### config.mk
export PLATFORM = sky130hd
export DESIGN_NAME = trwp_ctrl
export DESIGN_NICKNAME = d
export VERILOG_FILES = /design/src/hw/rtl/trwp_pkg.sv /design/src/hw/rtl/trwp_ctrl.sv
export SDC_FILE = /design/constraint.sdc
export NUM_CORES = 1
export LEC_CHECK = 0
export BUFFER_PORTS_ARGS = -buffer_cell sky130_fd_sc_hd__buf_2
export CAP_MARGIN = 20
export CORE_AREA = 8 8 45 47
export DETAILED_ROUTE_END_ITERATION = 10
export DIE_AREA = 0 0 53 55
export PLACE_DENSITY_LB_ADDON = 0.2
export SYNTH_ARGS = -nofsm -noshare
export SYNTH_HDL_FRONTEND = slang
export SYNTH_SLANG_ARGS = --single-unit
### constraint.sdc
create_clock -name clk -period 0.8 [get_ports clk]
set_input_delay 0.04 -clock clk [delete_from_list [all_inputs] [get_ports clk]]
set_output_delay 0.04 -clock clk [all_outputs]
set_load 0.01 [all_outputs]
### src/hw/rtl/trwp_pkg.sv
package trwp_pkg;

    localparam int MAX_RECORDS = 16384;
    localparam int MAX_BURST   = 64;

    localparam int IDX_W   = 14;
    localparam int LEN_W   = 15;
    localparam int BYTE_W  = 8;
    localparam int DELAY_W = 16;
    localparam int REC_W   = 2 * BYTE_W + DELAY_W;
    localparam int BURST_W = $clog2(MAX_BURST + 1);

    localparam logic [LEN_W-1:0]   LEN_MIN   = LEN_W'(1);
    localparam logic [LEN_W-1:0]   LEN_MAX   = LEN_W'(MAX_RECORDS);
    localparam logic [DELAY_W-1:0] CD_RESET  = DELAY_W'(1);
    localparam logic [BURST_W-1:0] BURST_CAP = BURST_W'(MAX_BURST);

    localparam logic FUNC_TICK = 1'b0;
    localparam logic FUNC_LOAD = 1'b1;

    typedef enum logic [1:0] {
        ST_IDLE,
        ST_CHECK,
        ST_READ,
        ST_EMIT
    } state_t;

    typedef struct packed {
        logic load_wr;
        logic tick_start;
        logic rd_issue;
        logic rec_take;
    } cmd_t;

    typedef struct packed {
        logic burst_go;
        logic last;
    } stat_t;

endpackage

### src/hw/rtl/trwp_ctrl.sv
module trwp_ctrl
    import trwp_pkg::*;
(
    input  logic  clk,
    input  logic  rst_n,
    input  logic  item_valid,
    input  logic  item_func,
    output logic  item_ready,
    output logic  result_valid,
    input  logic  result_ready,
    input  stat_t stat,
    output cmd_t  cmd
);

    state_t state_reg;
    state_t state_next;

    always_ff @(posedge clk or negedge rst_n)
    begin
        if (!rst_n)
        begin
            state_reg <= ST_IDLE;
        end
        else
        begin
            state_reg <= state_next;
        end
    end

    always_comb
    begin
        state_next = state_reg;
        case (state_reg)
            ST_IDLE:
            begin
                if (item_valid && item_func == FUNC_TICK)
                begin
                    state_next = ST_CHECK;
                end
            end
            ST_CHECK:
            begin
                state_next = stat.burst_go ? ST_READ : ST_IDLE;
            end
            ST_READ:
            begin
                state_next = ST_EMIT;
            end
            ST_EMIT:
            begin
                if (result_ready)
                begin
                    state_next = stat.last ? ST_IDLE : ST_CHECK;
                end
            end
            default:
            begin
                state_next = ST_IDLE;
            end
        endcase
    end

    always_comb
    begin
        item_ready     = 1'b0;
        result_valid   = 1'b0;
        cmd            = '0;
        case (state_reg)
            ST_IDLE:
            begin
                item_ready     = 1'b1;
                cmd.load_wr    = item_valid && item_func == FUNC_LOAD;
                cmd.tick_start = item_valid && item_func == FUNC_TICK;
            end
            ST_CHECK:
            begin
                cmd.rd_issue = stat.burst_go;
            end
            ST_READ:
            begin
                cmd.rec_take = 1'b1;
            end
            ST_EMIT:
            begin
                result_valid = 1'b1;
            end
            default:
            begin
                item_ready = 1'b0;
            end
        endcase
    end

endmodule

==> results.sh <==
export IMPL_status="finished with violations"
export IMPL_violations="setup timing"
export IMPL_dr_pass1_iters=2
export IMPL_ioPinCount=13
export IMPL_ys_types=10
export IMPL_cp_start_kind="flop"
export IMPL_rrSetupSlack_ns=-0.11
export IMPL_crit_path_end_kind="primary output"
export IMPL_muxShareOfSynthArea=0
export IMPL_maxCapViolCount=0
export IMPL_fin_crit_ns=1.09
export IMPL_hold_viol=0
export IMPL_grt_overflow=0
export IMPL_grt_antenna_before_repair=0
export IMPL_rsz0062_at_grt="yes"
export IMPL_synth_adder_area_share=0
export IMPL_use_met2=0.0586
export IMPL_crit_type="reg -> out"
export IMPL_nets=47
export IMPL_cp_max_fo=6
export IMPL_final_common_cell="buf_2"
export IMPL_area_delta_synth_final_pct=143
export IMPL_yosysWarningCount=0
export IMPL_drc=0
export IMPL_final_cell_mix="10 x buf_2, 4 x buf_4, 3 x nand2_1, 3 x nor2_2, 3 x clkbuf_4"
export IMPL_grt_util_met3=0.0241
export IMPL_grt_usage=0.0415
export IMPL_grt_pass1_wl_um=807
export IMPL_cts_tree="built"
export IMPL_synth_seq_cells=2
export IMPL_via_per_inst=3.56
export IMPL_utilization=0.224
export IMPL_cts_sinks=2
export IMPL_maxSlewHeadroom=0.904
export IMPL_synthSimpleGateAreaFrac=0.392
export IMPL_rows=14
export IMPL_synth_area_leader_cell="dfrtp_1"
export IMPL_cts_max_level=1
export IMPL_gp_congestion=0.683
export IMPL_worst_hold_path_type="in -> reg"
export IMPL_final_max_slew_viol_count=0
export IMPL_synth_area_um2=128
export IMPL_cts_path_max_buffers=2
export IMPL_regArea_um2=52.6
export IMPL_syn_inst=17
export IMPL_synth_top_cells_by_area="dfrtp_1 39%, nand2_1 12%, nor2_1 8.8%"
export IMPL_drt_iter0_drc=2
export IMPL_cts_buffers=3
export IMPL_clockRootBuffer="clkbuf_4"
export IMPL_worstMarginPinSlew_ns=0.143
export IMPL_synth_xor_area_frac=0
export IMPL_clkSlewWorstSetupHoldPaths_ns=0.03
export IMPL_synth_compound_area_frac=0.186
export IMPL_vias=192
export IMPL_drive_above_1_share=0.763
export IMPL_multi_input_area_um2=88.8
export IMPL_vdd_drop_max_uv=685
export IMPL_die_h_um=55
export IMPL_avgSynthCellArea_um2=7.51
export IMPL_clk_latency_ns=0.22
export IMPL_fillers=165
export IMPL_leakage_nw=0.157
export IMPL_portBuffers=12
export IMPL_grt_max_degree=7
export IMPL_antenna_left=0
export IMPL_synth_top_area_frac=0.392
export IMPL_busiest_layer="met4"
export IMPL_total_power_mw=1.11
export IMPL_worstPathArrival_ns=1.05
export IMPL_die_area_um2=2920
export IMPL_initial_core_util=0.0922
export IMPL_die_w_um=53
export IMPL_post_route_worst_setup_slack_ns=-0.287
export IMPL_clock_fmax_mhz=920
export IMPL_hpwl_um=373
export IMPL_fin_skew_ns=0.000867
export IMPL_syn_num_nets=24
export IMPL_grt_use_met1=0.0334
export IMPL_setup_viol=8
export IMPL_p_per_area_nw_per_um2=3570
export IMPL_grt_pass1_vias=215
export IMPL_synth_top_family_by_area="simple AND/OR/NAND/NOR gates"
export IMPL_post_route_period_util=1.36
export IMPL_core_area_um2=1380
export IMPL_ys_seq_area_frac=0.392
export IMPL_diodes=0
export IMPL_worstPathRequired_ns=0.76
export IMPL_wirelength_um=496
export IMPL_fin_tns_setup_ns=-1.65
export IMPL_wire_per_inst_um=9.19
logic make-up (layout without fill, tap and decap cells):
kind of cell | Yosys count | after routing
AO/OA/AOI/OAI | 4 | 4
buffers and inverters | 1 | 22
flip-flops | 2 | 2
AND/OR/NAND/NOR | 10 | 10
synth_stat cells, drive strengths merged:
library cell	count
and2b	1
o21ai	1
dfrtp	2
inv	1
a21oi	3
nand2	4
nor2	4
and2	1
report_power, final:
part	total, mW	leakage [nW]	switching (mW)	internal [mW]
Combinational	0.629	0.123	0.242	0.386
Sequential	0.257	0.0206	0.0935	0.164
Clock	0.222	0.0138	0.0567	0.165
Total	1.11	0.157	0.393	0.715
worst paths after layout:
check | from | end | cells after the start
worst max-delay path | state_reg[0] | result_valid | 3
worst max register to register | flop | state_reg[0] | 3
max in group asynchronous | rst_n | asynchronous set/reset pin | 2
min in group asynchronous | rst_n | state_reg[0] | 2
worst min register to register | state_reg[0] | state_reg[0] | 1
worst min-delay path | stat[0] | state_reg[0] | 4
final cells by class:
cell class                 count  share of cell area
tap                           16              0.0645
sequential                     2               0.169
multi-input combinational     14               0.286
inverter                       1              0.0121
timing repair buffer          18               0.395
clock buffer                   3              0.0726
per-layer routing:
| metal | share of wire | wire (um) |
|---|---|---|
| met2 | 0.43 | 213 |
| met4 | 0.028 | 14 |
| met5 | 0 | 0 |
| met1 | 0.38 | 186 |
| met3 | 0.16 | 81 |
stage by stage:
step / setup WS, ns / cells / hold slack, ns / area (um2)
after floorplan: -0.0591 / 17 / -0.256 / 133
after global placement: -0.106 / 45 / -0.171 / 213
after detailed placement: -0.111 / 45 / -0.171 / 213
after CTS: -0.303 / 54 / 0.105 / 308
after global routing: -0.349 / 54 / 0.129 / 310
final: -0.287 / 54 / 0.106 / 310
repair_timing:
item / 4_1_cts / 5_1_grt
buffers inserted: 4 / 0
endpoints found under the setup margin: 8 / 8
pin swaps: 5 / 0
endpoints found under the hold margin: 3 / 0
gates resized for setup: 6 / 1
hold buffers: 2 / 0
critical path: stages, from the launching register on:
cell and delay (ns):
dfrtp_2 0.43, buf_4 0.14, and2_4 0.13, buf_6 0.11
No activity file was read; power rests on OpenSTA's default activity.
